**src/rtl/cci_pkg.sv**
```systemverilog
// ----------------------------------------------------------------------------
// cci_pkg
// Shared widths, codes and types for the CO2 confinement index block.
// ----------------------------------------------------------------------------
package cci_pkg;

   // Sample counters
   localparam int COUNT_BITS = 24;
   localparam logic [COUNT_BITS-1:0] COUNT_MAX = '1;
   // n + n_mid + 3*n_high stays below 4*2^COUNT_BITS
   localparam int NUM_BITS = COUNT_BITS + 2;

   // Fixed point widths
   localparam int PPM_BITS   = 16;
   localparam int FRAC_BITS  = 16;
   localparam int RATIO_BITS = FRAC_BITS + 3;  // Q3.16, 1.0 .. 4.0
   localparam int LOG_BITS   = FRAC_BITS + 2;  // Q2.16, 0 .. 2.0
   localparam int IDX_BITS   = 11;             // Q4.7
   localparam int CLASS_BITS = 3;

   // Iteration counts of the division / log unit
   localparam int DIV_STEPS = RATIO_BITS;
   localparam int SQR_STEPS = FRAC_BITS;
   localparam int STEP_BITS = 5;

   // Configuration port
   localparam int CSR_IDX_BITS  = 3;
   localparam int CSR_DATA_BITS = 16;
   localparam int THR_BITS      = 11;

   localparam logic [CSR_IDX_BITS-1:0] CSR_BAND_LOW         = 3'd0;
   localparam logic [CSR_IDX_BITS-1:0] CSR_BAND_HIGH        = 3'd1;
   localparam logic [CSR_IDX_BITS-1:0] CSR_SINGLE_LIMIT     = 3'd2;
   localparam logic [CSR_IDX_BITS-1:0] CSR_THRESH_LOW       = 3'd3;
   localparam logic [CSR_IDX_BITS-1:0] CSR_THRESH_MID       = 3'd4;
   localparam logic [CSR_IDX_BITS-1:0] CSR_THRESH_HIGH      = 3'd5;
   localparam logic [CSR_IDX_BITS-1:0] CSR_THRESH_VERY_HIGH = 3'd6;
   localparam logic [CSR_IDX_BITS-1:0] CSR_THRESH_EXTREME   = 3'd7;

   // Confinement classes
   localparam logic [CLASS_BITS-1:0] CLS_NONE      = 3'd0;
   localparam logic [CLASS_BITS-1:0] CLS_LOW       = 3'd1;
   localparam logic [CLASS_BITS-1:0] CLS_MID       = 3'd2;
   localparam logic [CLASS_BITS-1:0] CLS_HIGH      = 3'd3;
   localparam logic [CLASS_BITS-1:0] CLS_VERY_HIGH = 3'd4;
   localparam logic [CLASS_BITS-1:0] CLS_EXTREME   = 3'd5;

   // Top level sequencer
   typedef enum logic [2:0] {
      ST_IDLE,
      ST_PREP,
      ST_CALC,
      ST_CLASS,
      ST_DONE
   } cci_state_type;

   // Division / log unit sequencer
   typedef enum logic [1:0] {
      DL_IDLE,
      DL_DIV,
      DL_NORM,
      DL_SQR
   } dl_state_type;

   // Status returned by the division / log unit
   typedef struct packed {
      logic                done;
      logic [LOG_BITS-1:0] log2_q16;
   } dl_result_type;

endpackage

```
**src/rtl/cci_divlog.sv**
```systemverilog
// ----------------------------------------------------------------------------
// cci_divlog
// Iterative unit: restoring division num*2^16/den (one quotient bit a cycle)
// followed by a truncated log2 by repeated squaring (one square a cycle).
// ----------------------------------------------------------------------------
module cci_divlog (
   input  logic                                 clock,
   input  logic                                 reset,
   input  logic                                 start,
   input  logic [cci_pkg::NUM_BITS-1:0]         num,
   input  logic [cci_pkg::COUNT_BITS-1:0]       den,
   output cci_pkg::dl_result_type               result
);

   localparam int RB = cci_pkg::RATIO_BITS;
   localparam int FB = cci_pkg::FRAC_BITS;
   localparam int CB = cci_pkg::COUNT_BITS;
   localparam logic [FB:0] ONE_Q16 = {1'b1, {FB{1'b0}}};

   cci_pkg::dl_state_type state_ff, state_in;

   logic [CB-1:0]                 rem_ff, rem_in;
   logic [CB-1:0]                 den_ff, den_in;
   logic [RB-1:0]                 dq_ff, dq_in;
   logic [FB:0]                   x_ff, x_in;
   logic [FB-1:0]                 frac_ff, frac_in;
   logic [1:0]                    ip_ff, ip_in;
   logic [cci_pkg::STEP_BITS-1:0] step_ff, step_in;
   logic                          done_ff, done_in;

   // control strobes
   logic load_op, div_step, norm_op, sqr_step, div_last, sqr_last;

   // datapath nets
   logic [CB:0]       trial;
   logic [CB:0]       diff;
   logic              q_bit;
   logic [2*FB+1:0]   sq;
   logic [FB+1:0]     sq_hi;

   assign div_last = (step_ff == cci_pkg::STEP_BITS'(cci_pkg::DIV_STEPS - 1));
   assign sqr_last = (step_ff == cci_pkg::STEP_BITS'(cci_pkg::SQR_STEPS - 1));

   // next state
   always_comb begin
      state_in = state_ff;
      unique case (state_ff)
         cci_pkg::DL_IDLE: if (start) state_in = cci_pkg::DL_DIV;
         cci_pkg::DL_DIV:  if (div_last) state_in = cci_pkg::DL_NORM;
         cci_pkg::DL_NORM: state_in = cci_pkg::DL_SQR;
         cci_pkg::DL_SQR:  if (sqr_last) state_in = cci_pkg::DL_IDLE;
         default:          state_in = cci_pkg::DL_IDLE;
      endcase
   end

   // control outputs
   always_comb begin
      load_op  = 1'b0;
      div_step = 1'b0;
      norm_op  = 1'b0;
      sqr_step = 1'b0;
      unique case (state_ff)
         cci_pkg::DL_IDLE: load_op  = start;
         cci_pkg::DL_DIV:  div_step = 1'b1;
         cci_pkg::DL_NORM: norm_op  = 1'b1;
         cci_pkg::DL_SQR:  sqr_step = 1'b1;
         default: begin
            load_op = 1'b0;
         end
      endcase
   end

   // one restoring division step: shift in next dividend bit, trial subtract
   assign trial = {rem_ff, dq_ff[RB-1]};
   assign diff  = trial - {1'b0, den_ff};
   assign q_bit = (trial >= {1'b0, den_ff});

   // one squaring step, square truncated back to Q1.16 range
   assign sq    = {{(FB+1){1'b0}}, x_ff} * {{(FB+1){1'b0}}, x_ff};
   assign sq_hi = sq[2*FB+1:FB];

   always_comb begin
      rem_in  = rem_ff;
      den_in  = den_ff;
      dq_in   = dq_ff;
      x_in    = x_ff;
      frac_in = frac_ff;
      ip_in   = ip_ff;
      step_in = step_ff;
      done_in = 1'b0;
      if (load_op) begin
         // partial remainder starts at num >> 3; quotient fits in RB bits
         rem_in  = {1'b0, num[cci_pkg::NUM_BITS-1:3]};
         dq_in   = {num[2:0], {FB{1'b0}}};
         den_in  = den;
         step_in = '0;
      end else if (div_step) begin
         rem_in  = q_bit ? diff[CB-1:0] : trial[CB-1:0];
         dq_in   = {dq_ff[RB-2:0], q_bit};
         step_in = step_ff + 1'b1;
      end else if (norm_op) begin
         // bring ratio into [1.0, 2.0), integer part of the log aside
         if (dq_ff[RB-1]) begin
            ip_in = 2'd2;
            x_in  = ONE_Q16;
         end else if (dq_ff[RB-2]) begin
            ip_in = 2'd1;
            x_in  = dq_ff[RB-2:1];
         end else begin
            ip_in = 2'd0;
            x_in  = (dq_ff[FB:0] < ONE_Q16) ? ONE_Q16 : dq_ff[FB:0];
         end
         frac_in = '0;
         step_in = '0;
      end else if (sqr_step) begin
         if (sq_hi[FB+1]) begin
            x_in    = sq_hi[FB+1:1];
            frac_in = {frac_ff[FB-2:0], 1'b1};
         end else begin
            x_in    = sq_hi[FB:0];
            frac_in = {frac_ff[FB-2:0], 1'b0};
         end
         step_in = step_ff + 1'b1;
         done_in = sqr_last;
      end
   end

   // control registers
   always_ff @(posedge clock) begin
      if (reset) begin
         state_ff <= cci_pkg::DL_IDLE;
         done_ff  <= 1'b0;
         step_ff  <= '0;
      end else begin
         state_ff <= state_in;
         done_ff  <= done_in;
         step_ff  <= step_in;
      end
   end

   // datapath registers
   always_ff @(posedge clock) begin
      rem_ff  <= rem_in;
      den_ff  <= den_in;
      dq_ff   <= dq_in;
      x_ff    <= x_in;
      frac_ff <= frac_in;
      ip_ff   <= ip_in;
   end

   assign result.done     = done_ff;
   assign result.log2_q16 = {ip_ff, frac_ff};

endmodule

```
**src/rtl/co2_confinement_index.sv**
```systemverilog
// ----------------------------------------------------------------------------
// co2_confinement_index
// Confinement index of a room from a stream of CO2 samples, mapped to a class.
// ----------------------------------------------------------------------------
// Usage:
//   req_ channel: one CO2 sample (ppm) per transaction, valid/stall handshake.
//   rsp_ channel: one result per sample: class, class change flag, Q4.7 index
//   and a flag telling that the counters were saturated.
//   csr_ port: write-only registers (band bounds, first-sample limit and five
//   class thresholds), written by the user only while no sample is in flight;
//   the block itself does not enforce this.
// Sequence: a sample goes from acceptance to the result register through a
//   load step, the restoring division, a normalize step and the squaring
//   steps in the shared division/log unit, then the index, class and
//   output loads; the first sample skips the unit. req_stall stays high
//   until the result is loaded, so one sample is in work at a time and
//   no new sample is accepted before the last one is through; the next
//   sample may be accepted while the result waits in the output register.
// Reset: counters, previous class and registers return to defaults.
// Backpressure: while rsp_stall holds, the result waits; a following result
//   is held in its final step until the output register frees.
// ----------------------------------------------------------------------------
module co2_confinement_index (
   input  logic                                clock,
   input  logic                                reset,
   // sample input
   input  logic                                req_valid,
   output logic                                req_stall,
   input  logic [cci_pkg::PPM_BITS-1:0]        req_co2_ppm,
   // result output
   output logic                                rsp_valid,
   input  logic                                rsp_stall,
   output logic [cci_pkg::CLASS_BITS-1:0]      rsp_conf_class,
   output logic                                rsp_class_changed,
   output logic [cci_pkg::IDX_BITS-1:0]        rsp_index_value,
   output logic                                rsp_counts_full,
   // register writes
   input  logic                                csr_wr_en,
   input  logic [cci_pkg::CSR_IDX_BITS-1:0]    csr_index,
   input  logic [cci_pkg::CSR_DATA_BITS-1:0]   csr_wr_data
);

   localparam int CB = cci_pkg::COUNT_BITS;
   localparam int LB = cci_pkg::LOG_BITS;
   localparam int TB = cci_pkg::THR_BITS;
   localparam int PB = cci_pkg::PPM_BITS;

   cci_pkg::cci_state_type state_ff, state_in;

   // configuration registers
   logic [PB-1:0] band_low_ff, band_high_ff, single_limit_ff;
   logic [TB-1:0] thr_low_ff, thr_mid_ff, thr_high_ff, thr_vhigh_ff, thr_ext_ff;

   // running state
   logic [CB-1:0] total_ff, total_in;
   logic [CB-1:0] mid_ff, mid_in;
   logic [CB-1:0] high_ff, high_in;
   logic [cci_pkg::CLASS_BITS-1:0] prev_class_ff;

   // per-transaction work registers
   logic [PB-1:0]                   co2_ff;
   logic                            full_ff;
   logic [cci_pkg::IDX_BITS-1:0]    idx_ff;
   logic [cci_pkg::CLASS_BITS-1:0]  cls_ff;

   // output register
   logic                            rsp_valid_ff;
   logic [cci_pkg::CLASS_BITS-1:0]  rsp_class_ff;
   logic                            rsp_changed_ff;
   logic [cci_pkg::IDX_BITS-1:0]    rsp_idx_ff;
   logic                            rsp_full_ff;

   // control strobes
   logic accept, first_op, dl_start, idx_load, cls_load, rsp_load;
   logic out_free, first_sample, saturated;

   // arithmetic
   logic [cci_pkg::NUM_BITS-1:0]   num;
   logic [LB+1:0]                  lg5;
   logic [cci_pkg::IDX_BITS-1:0]   idx_calc;
   logic [cci_pkg::CLASS_BITS-1:0] cls_calc;
   cci_pkg::dl_result_type         dl_res;

   assign out_free     = !rsp_valid_ff || !rsp_stall;
   assign first_sample = (total_ff == CB'(1));
   assign saturated    = (total_ff == cci_pkg::COUNT_MAX);

   // next state
   always_comb begin
      state_in = state_ff;
      unique case (state_ff)
         cci_pkg::ST_IDLE:  if (req_valid) state_in = cci_pkg::ST_PREP;
         cci_pkg::ST_PREP:  state_in = first_sample ? cci_pkg::ST_DONE : cci_pkg::ST_CALC;
         cci_pkg::ST_CALC:  if (dl_res.done) state_in = cci_pkg::ST_CLASS;
         cci_pkg::ST_CLASS: state_in = cci_pkg::ST_DONE;
         cci_pkg::ST_DONE:  if (out_free) state_in = cci_pkg::ST_IDLE;
         default:           state_in = cci_pkg::ST_IDLE;
      endcase
   end

   // control outputs
   always_comb begin
      req_stall = 1'b1;
      accept    = 1'b0;
      first_op  = 1'b0;
      dl_start  = 1'b0;
      idx_load  = 1'b0;
      cls_load  = 1'b0;
      rsp_load  = 1'b0;
      unique case (state_ff)
         cci_pkg::ST_IDLE: begin
            req_stall = 1'b0;
            accept    = req_valid;
         end
         cci_pkg::ST_PREP: begin
            first_op = first_sample;
            dl_start = !first_sample;
         end
         cci_pkg::ST_CALC:  idx_load = dl_res.done;
         cci_pkg::ST_CLASS: cls_load = 1'b1;
         cci_pkg::ST_DONE:  rsp_load = out_free;
         default: begin
            req_stall = 1'b1;
         end
      endcase
   end

   // saturating counters; a sample above the band is never mid-band
   always_comb begin
      total_in = total_ff;
      mid_in   = mid_ff;
      high_in  = high_ff;
      if (accept && !saturated) begin
         total_in = total_ff + 1'b1;
         if (req_co2_ppm > band_high_ff) begin
            high_in = high_ff + 1'b1;
         end else if (req_co2_ppm >= band_low_ff) begin
            mid_in = mid_ff + 1'b1;
         end
      end
   end

   // weighted numerator n + n_mid + 3*n_high
   assign num = cci_pkg::NUM_BITS'(total_ff) + cci_pkg::NUM_BITS'(mid_ff)
              + cci_pkg::NUM_BITS'(high_ff) + {1'b0, high_ff, 1'b0};

   cci_divlog u_divlog (
      .clock  (clock),
      .reset  (reset),
      .start  (dl_start),
      .num    (num),
      .den    (total_ff),
      .result (dl_res)
   );

   // index = (log2 * 5) >> 9
   assign lg5      = {dl_res.log2_q16, 2'b00} + {2'b00, dl_res.log2_q16};
   assign idx_calc = lg5[cci_pkg::IDX_BITS+8:9];

   // threshold chain, first match wins
   always_comb begin
      if (idx_ff < thr_low_ff) begin
         cls_calc = cci_pkg::CLS_NONE;
      end else if (idx_ff < thr_mid_ff) begin
         cls_calc = cci_pkg::CLS_LOW;
      end else if (idx_ff < thr_high_ff) begin
         cls_calc = cci_pkg::CLS_MID;
      end else if (idx_ff < thr_vhigh_ff) begin
         cls_calc = cci_pkg::CLS_HIGH;
      end else if (idx_ff < thr_ext_ff) begin
         cls_calc = cci_pkg::CLS_VERY_HIGH;
      end else begin
         cls_calc = cci_pkg::CLS_EXTREME;
      end
   end

   // control and state registers
   always_ff @(posedge clock) begin
      if (reset) begin
         state_ff      <= cci_pkg::ST_IDLE;
         total_ff      <= '0;
         mid_ff        <= '0;
         high_ff       <= '0;
         prev_class_ff <= cci_pkg::CLS_NONE;
         rsp_valid_ff  <= 1'b0;
      end else begin
         state_ff <= state_in;
         total_ff <= total_in;
         mid_ff   <= mid_in;
         high_ff  <= high_in;
         if (rsp_load) begin
            prev_class_ff <= cls_ff;
            rsp_valid_ff  <= 1'b1;
         end else if (!rsp_stall) begin
            rsp_valid_ff <= 1'b0;
         end
      end
   end

   // configuration registers
   always_ff @(posedge clock) begin
      if (reset) begin
         band_low_ff     <= PB'(1000);
         band_high_ff    <= PB'(1700);
         single_limit_ff <= PB'(1700);
         thr_low_ff      <= TB'(128);
         thr_mid_ff      <= TB'(384);
         thr_high_ff     <= TB'(640);
         thr_vhigh_ff    <= TB'(896);
         thr_ext_ff      <= TB'(1152);
      end else if (csr_wr_en) begin
         unique case (csr_index)
            cci_pkg::CSR_BAND_LOW:         band_low_ff     <= csr_wr_data;
            cci_pkg::CSR_BAND_HIGH:        band_high_ff    <= csr_wr_data;
            cci_pkg::CSR_SINGLE_LIMIT:     single_limit_ff <= csr_wr_data;
            cci_pkg::CSR_THRESH_LOW:       thr_low_ff      <= csr_wr_data[TB-1:0];
            cci_pkg::CSR_THRESH_MID:       thr_mid_ff      <= csr_wr_data[TB-1:0];
            cci_pkg::CSR_THRESH_HIGH:      thr_high_ff     <= csr_wr_data[TB-1:0];
            cci_pkg::CSR_THRESH_VERY_HIGH: thr_vhigh_ff    <= csr_wr_data[TB-1:0];
            cci_pkg::CSR_THRESH_EXTREME:   thr_ext_ff      <= csr_wr_data[TB-1:0];
            default: begin
               thr_ext_ff <= thr_ext_ff;
            end
         endcase
      end
   end

   // per-transaction payload
   always_ff @(posedge clock) begin
      if (accept) begin
         co2_ff  <= req_co2_ppm;
         full_ff <= saturated;
      end
      if (first_op) begin
         idx_ff <= '0;
         cls_ff <= (co2_ff >= single_limit_ff) ? cci_pkg::CLS_HIGH : cci_pkg::CLS_NONE;
      end else if (idx_load) begin
         idx_ff <= idx_calc;
      end else if (cls_load) begin
         cls_ff <= cls_calc;
      end
      if (rsp_load) begin
         rsp_class_ff   <= cls_ff;
         rsp_changed_ff <= (cls_ff != prev_class_ff);
         rsp_idx_ff     <= idx_ff;
         rsp_full_ff    <= full_ff;
      end
   end

   assign rsp_valid         = rsp_valid_ff;
   assign rsp_conf_class    = rsp_class_ff;
   assign rsp_class_changed = rsp_changed_ff;
   assign rsp_index_value   = rsp_idx_ff;
   assign rsp_counts_full   = rsp_full_ff;

endmodule

```
**config.mk**
```make
export PLATFORM = sky130hd
export DESIGN_NAME = co2_confinement_index
export DESIGN_NICKNAME = d
export VERILOG_FILES = /design/src/rtl/cci_pkg.sv /design/src/rtl/cci_divlog.sv /design/src/rtl/co2_confinement_index.sv
export SDC_FILE = /design/constraint.sdc
export NUM_CORES = 1
export LEC_CHECK = 0
export ABC_AREA = 1
export BUFFER_PORTS_ARGS = -buffer_cell sky130_fd_sc_hd__buf_2
export CORE_MARGIN = 2
export CORE_UTILIZATION = 46
export CTS_CLUSTER_SIZE = 10
export DETAILED_ROUTE_END_ITERATION = 8
export SETUP_SLACK_MARGIN = 0.15
export SYNTH_ARGS = -nofsm -noshare
export SYNTH_HDL_FRONTEND = slang
export SYNTH_SLANG_ARGS = --single-unit
```
**constraint.sdc**
```tcl
create_clock -name clock -period 10.4 [get_ports clock]
set_input_delay 2.08 -clock clock [delete_from_list [all_inputs] [get_ports clock]]
set_output_delay 2.08 -clock clock [all_outputs]
set_load 0.005 [all_outputs]
```
==> results of run 1 <==
[layout make-up]
class | instances | area [µm²]
Clock buffer | 66 | 1180
Timing Repair Buffer | 69 | 375
Multi-Input combinational cell | 2662 | 18800
Clock inverter | 7 | 103
Antenna cell | 1 | 2.50
Inverter | 746 | 2800
Sequential cell | 339 | 8000
Tap cell | 855 | 1070
Fill cell | 6381 | 32300
[flip-flops by register name (all words and copies together) (netlist names), 16 cells and up]
register          flops
u_divlog.rem_ff      24
co2_ff               16
band_low_ff          16
u_divlog.x_ff        17
band_high_ff         16
mid_ff               24
total_ff             24
u_divlog.dq_ff       19
u_divlog.den_ff      24
u_divlog.frac_ff     16
single_limit_ff      16
high_ff              24
[per-stage QoR]
step,cell area [µm²],setup WS (ps),util (%)
floorplan,30100,4440,-
global placement,31000,4050,48.0
detailed placement,31000,3940,48.0
CTS,32300,3940,50.0
global route,32300,3560,50.0
finish,32300,3930,50.0
[how the worst max path moves through the flow]
stage | start | end
after floorplan | u_divlog.x_ff[5]$_DFFE_PP_ | u_divlog.x_ff[16]$_DFFE_PP_
after global placement | u_divlog.x_ff[12]$_DFFE_PP_ | u_divlog.x_ff[11]$_DFFE_PP_
after detailed placement | u_divlog.x_ff[5]$_DFFE_PP_ | u_divlog.x_ff[3]$_DFFE_PP_
after CTS | u_divlog.x_ff[5]$_DFFE_PP_ | u_divlog.x_ff[3]$_DFFE_PP_
after global routing | u_divlog.x_ff[5]$_DFFE_PP_ | u_divlog.x_ff[11]$_DFFE_PP_
final | u_divlog.x_ff[5]$_DFFE_PP_ | u_divlog.x_ff[11]$_DFFE_PP_
[cells in the mapped netlist (11+ instances only)]
cell and count:
a21o_1 11, a21oi_1 325, buf_2 14, clkbuf_1 83, dfxtp_1 218, edfxtp_1 121, fa_1 239, ha_1 281
inv_1 735, nand2_1 791, nand3_1 157, nand4_1 93, nor2_1 232, nor3_1 60, nor4_1 14, o211ai_1 41
o21a_1 14, o21ai_0 193, o21bai_1 17, xnor2_1 44, xor2_1 57
[metal layers]
metal / up-vias / GRT usage, % / part of all wire, %
li1: 12434 / - / -
met1: 11297 / 31.2 / 46
met2: 446 / 39.6 / 48
met3: 117 / 2.32 / 3.5
met4: 0 / 6.72 / 2.6
met5: - / 0 / 0
[worst max-delay path: cells and delay by family, from the launching register on]
| kind | cells | cell delay, ps |
|---|---|---|
| flops | 1 | 870 |
| compound gates | 2 | 320 |
| simple gates | 10 | 1300 |
| fa+ha+maj | 7 | 3550 |
| buf+inv | 5 | 280 |
[kinds of logic after synthesis]
logic type | Yosys count | share of synthesized area [%]
and+or+nand+nor | 1401 | 20.1
buffers and inverters | 861 | 11.1
AOI/OAI and AO/OA | 639 | 11.6
adders and majority gates | 520 | 27.6
DFF | 339 | 26.6
xor gates and xnor gates | 101 | 2.94
muxes | 1 | 0.0374
==> metrics.txt, run 1 <==
outcome complete, no violations; Crit. End Element register; reg2reg start u_divlog.x_ff[5]$_DFFE_PP_; setup skew after layout 37.4 ps; sequential cell area fraction in the yosys report 26.6%; layout cells sized above 1 4.55%; largest net degree at the start of global routing 103; Max Cap Violations 0; Ports 58; WHS 435 ps; top-area cell type share of the netlist area 15.9%; H-tree depth 2; total CTS buffers 42; reg-to-reg setup timing slack 3930 ps; CP Launch Type register; most frequent cells in the layout nand2_1 (791), inv_1 (735), a21oi_1 (325); GPL Wtd Cong 0.931; Worst-Margin Slew 1050 ps; CTS tree yes; grt ovf 0; CTS Root Cell clkbuf_16; slew margin rel. 29.5%; Syn Area/Cell 7.79 µm²; Layout area overhead 7.36%; Yosys cell types 62; PostCTS Resize Cnt 0; Fmax 154 MHz; DRT iter0 DRCs 1346; Slew Viols, Final 0; most used cell, CP fa_1; area of the mapped netlist 30100 µm²; worst endpoint required time 10840 ps; Worst EP arrival 6920 ps; number of synthesized flops with an enable pin 121; Starting Density 46.6%; nets 4420; Hold Crit Depth 0; Synth Warn # 0; leading area contributor after synthesis fa_1; worst-path fanout max 18; DRC viols 0; Wirelength per Cell 16.0 µm; CTS clk-pin slew, worst paths 60 ps; critical-path cell list nand2_1, fa_1, inv_1, fa_1, inv_1, fa_1, inv_1, fa_1, fa_1, inv_1, fa_1, inv_1, ha_1, nand2_1, o21ai_0, a21oi_1, nand2_2, nand2_2, nand2_1, nand2_1, nand2_2, nor2_4, nand3_1, nand3_1; initial antenna violation count 0; Mapped Cells 3862; Die X 260 µm; Final Hold Viols 0; # clock sinks 339; Via Count 24294; Final setup viols 0; Worst R2R Path Depth 24; Routed Antenna Nets 0; CTS Buffer Depth 3; Crit Path Class register to register; core area 64600 µm²; num rows 93; Endpoint, Worst Hold rsp_index_value[0]$_DFFE_PP_; fraction of registers with async set/reset 0%; setup TNS 0 ps; Slowest-stage cell, CP edfxtp_1; Avg Vias per Cell 5.12; Final Critical Period 6470 ps; die outline area 67400 µm²; Synthesized Nets 4422; DR pass1 iterations 7; vias in the first global route 24055; Hold WC Path Type register to register; RR Endpoint u_divlog.x_ff[11]$_DFFE_PP_; Tot GR Track Use 23.2%; total wire length 75900 µm; top cells by area, synth fa_1 (16%), dfxtp_1 (15%), edfxtp_1 (12%); Hold Startpoint idx_ff[0]$_SDFFE_PP0P_; die height 260 µm; Synth Flop Type dfxtp_1; period utilization 62.3%; clk_lat worst skew 580 ps; slowest stage delay, CP 870 ps; commonest non-fill, non-tap cell in the layout nand2_1; # Post-CTS Setup Buffers 0; first-pass GRT wire length 126000 µm; DP HPWL 59300 µm; post-route insts no fill 4745; FF+latch count, synth 339; Placed Cells 4671; RSZ-0062 raised after global routing no; Hold Buf Count CTS 0; # port buffers 57
Power of run 1 is left out: the tool's default activity adds up to more than one toggle a clock period on the data nets, which glitch-free logic cannot reach.
==> run 2, diff against run 1 <==
==> constraint.sdc (replaced) <==
create_clock -name clock -period 5.6 [get_ports clock]
set_input_delay 1.12 -clock clock [delete_from_list [all_inputs] [get_ports clock]]
set_output_delay 1.12 -clock clock [all_outputs]
set_load 0.005 [all_outputs]
==> run 2 against run 1 <==
Net effect: the run now ends with setup timing left; clock skew rose by 1.1 ps; first-iteration DRC count rose by 9.3%; worst setup slack got worse by 4200 ps; register-to-register slack got worse by 4200 ps; fmax rose by 11%; wire length rose by 3.9%; critical path type unchanged.
==> metrics.txt, run 2 (same netlist as run 1, synthesis figures left out) <==
Crit path max-delay family adder cells; Final setup viols 18 (+18); worst setup margin -234 ps (-4160 ps); Routed Antenna Nets 0 (unchanged); failing checks setup timing; # clock sinks 339 (unchanged); first-pass GRT wire length 129000 µm (+2.5%); vias in the first global route 25090 (+4.3%); WHS 446 ps (+10.1 ps); GPL Wtd Cong 0.969 (+4.0%); DRT iter0 DRCs 1471 (+9.3%); total wire length 78800 µm (+3.9%); clk_lat worst skew 600 ps (+20 ps); Layout area overhead 16.4%; post-route insts no fill 4931 (+3.9%); most frequent cells in the layout nand2_1 (715), inv_1 (702), a21oi_1 (307); die outline area 67400 µm² (unchanged); Wirelength per Cell 16.0 µm (about the same); DRC viols 0 (unchanged); footprint of the multi-input gates 19800 µm² (+5.4%); FF+latch area 8000 µm² (unchanged); H-tree depth 2 (unchanged); RSZ-0062 raised after global routing yes; Fmax 171 MHz (+11%); slew margin rel. 28.2% (-1.3 points); Final Critical Period 5830 ps (-641 ps); most used cell, CP fa_1; outcome finished with violations; Ports 58 (unchanged); Worst R2R Path Depth 22 (-8.3%); CTS tree yes; DR pass1 iterations 7 (unchanged); die height 260 µm (unchanged); layout cells sized above 1 14.4% (+9.9 points); nets 4608 (+4.3%); Crit. End Element register; CTS Root Cell clkbuf_16; commonest non-fill, non-tap cell in the layout nand2_1; Worst-Margin Slew 1070 ps (+18.8 ps); fillcell total 6151 (-3.6%); CTS clk-pin slew, worst paths 60 ps (about the same); setup skew after layout 38.6 ps (+1.13 ps); critical-path cell list buf_4, buf_6, nand2_1, fa_1, inv_2, fa_1, fa_1, fa_1, fa_1, inv_2, fa_1, inv_2, ha_4, buf_4, nand2_2, o21ai_2, a21oi_2, nor2_1, nor3_2, nand3b_1, nand3_2, nand3_2; worst-path fanout max 6 (-12); Slew Viols, Final 0 (unchanged); final core occ 54.2% (+4.2 points); Tot GR Track Use 23.8% (+0.61 points); num rows 93 (unchanged); # port buffers 57 (unchanged); Hold Crit Depth 2 (+2); grt ovf 0 (unchanged); setup TNS -3240 ps (-3240 ps); Via Count 25294 (+4.1%); Worst EP arrival 6170 ps (-750 ps); Slowest-stage cell, CP fa_1; worst endpoint required time 5930 ps (-4910 ps); Placed Cells 4820 (+3.2%); Die X 260 µm (unchanged); Final Hold Viols 0 (unchanged); total CTS buffers 42 (unchanged); Crit Path Class register to register; Starting Density 46.6% (unchanged); CTS Buffer Depth 3 (unchanged); DP HPWL 61000 µm (+2.9%); slowest stage delay, CP 620 ps (-250 ps); largest net degree at the start of global routing 74 (-28%); antenna fix cells 0 (-1); worst path bufs/invs 6 (+1); Avg Vias per Cell 5.13 (+0.19%); CP Launch Type register; period utilization 104% (+42 points); Crit path depth 22 (-8.3%); initial antenna violation count 0 (unchanged); core area 64600 µm² (unchanged); Max Cap Violations 0 (unchanged); Hold WC Path Type register to register
## run 2: cell count changes in the layout (fill, tap and decap cells not counted), moves of 19 or more
cell / delta
buf_4: +146
nand2_4: +24
inv_2: +33
buf_6: +32
inv_1: -33
nand2_2: +52
nand3_1: -23
ha_1: -21
nand3_2: +22
nand2_1: -76
ha_4: +19
## run 2: repair_timing
item	CTS	global route
buffers inserted	19	17
pin swaps	21	94
cloned	3	0
gates resized for setup	110	142
endpoints found under the setup margin	18	18
hold buffers	0	0
## run 2: worst paths after layout
check | from | end | slack [ps]
setup / recovery | u_divlog.x_ff[6]$_DFFE_PP_ | u_divlog.x_ff[11]$_DFFE_PP_ | -230
hold / removal | u_divlog.dq_ff[0]$_SDFFE_PP0P_ | u_divlog.dq_ff[1]$_SDFFE_PP0P_ | 450
setup reg to reg | u_divlog.x_ff[6]$_DFFE_PP_ | u_divlog.x_ff[11]$_DFFE_PP_ | -230
hold reg to reg | u_divlog.dq_ff[0]$_SDFFE_PP0P_ | u_divlog.dq_ff[1]$_SDFFE_PP0P_ | 450
## run 2: worst register-to-register path: cells and delay by family, from the launching register on
family	cells	cell delay, ps
AO/OA/AOI/OAI	2	290
adder cells (fa/ha/maj)	7	3470
buffers and inverters	6	570
flip-flops	1	370
AND/OR/NAND/NOR	7	870
## run 2: layout make-up
| type | count | share of cell area (%) |
|---|---|---|
| flip-flops and latches | 339 | 22.8 |
| clock inverters | 5 | 0.250 |
| well taps | 855 | 3.06 |
| clock buffers | 67 | 3.53 |
| multi-input cells | 2662 | 56.5 |
| repair buffers | 257 | 5.85 |
| inverters | 746 | 8.00 |
## run 2: per-stage QoR
step	setup WS [ps]	cell area, µm²
after floorplan	146	30500
after global placement	-326	32400
after detailed placement	-359	32400
after CTS	-142	34400
after global routing	-448	35000
final	-234	35000
## run 2: layer usage
layer  track usage (%)  routed length, µm
met1              31.1              35600
met5                 0                  0
met4              8.54               2690
met2              41.1              37700
met3              2.31               2780
Power of run 2 is left out for the same reason.
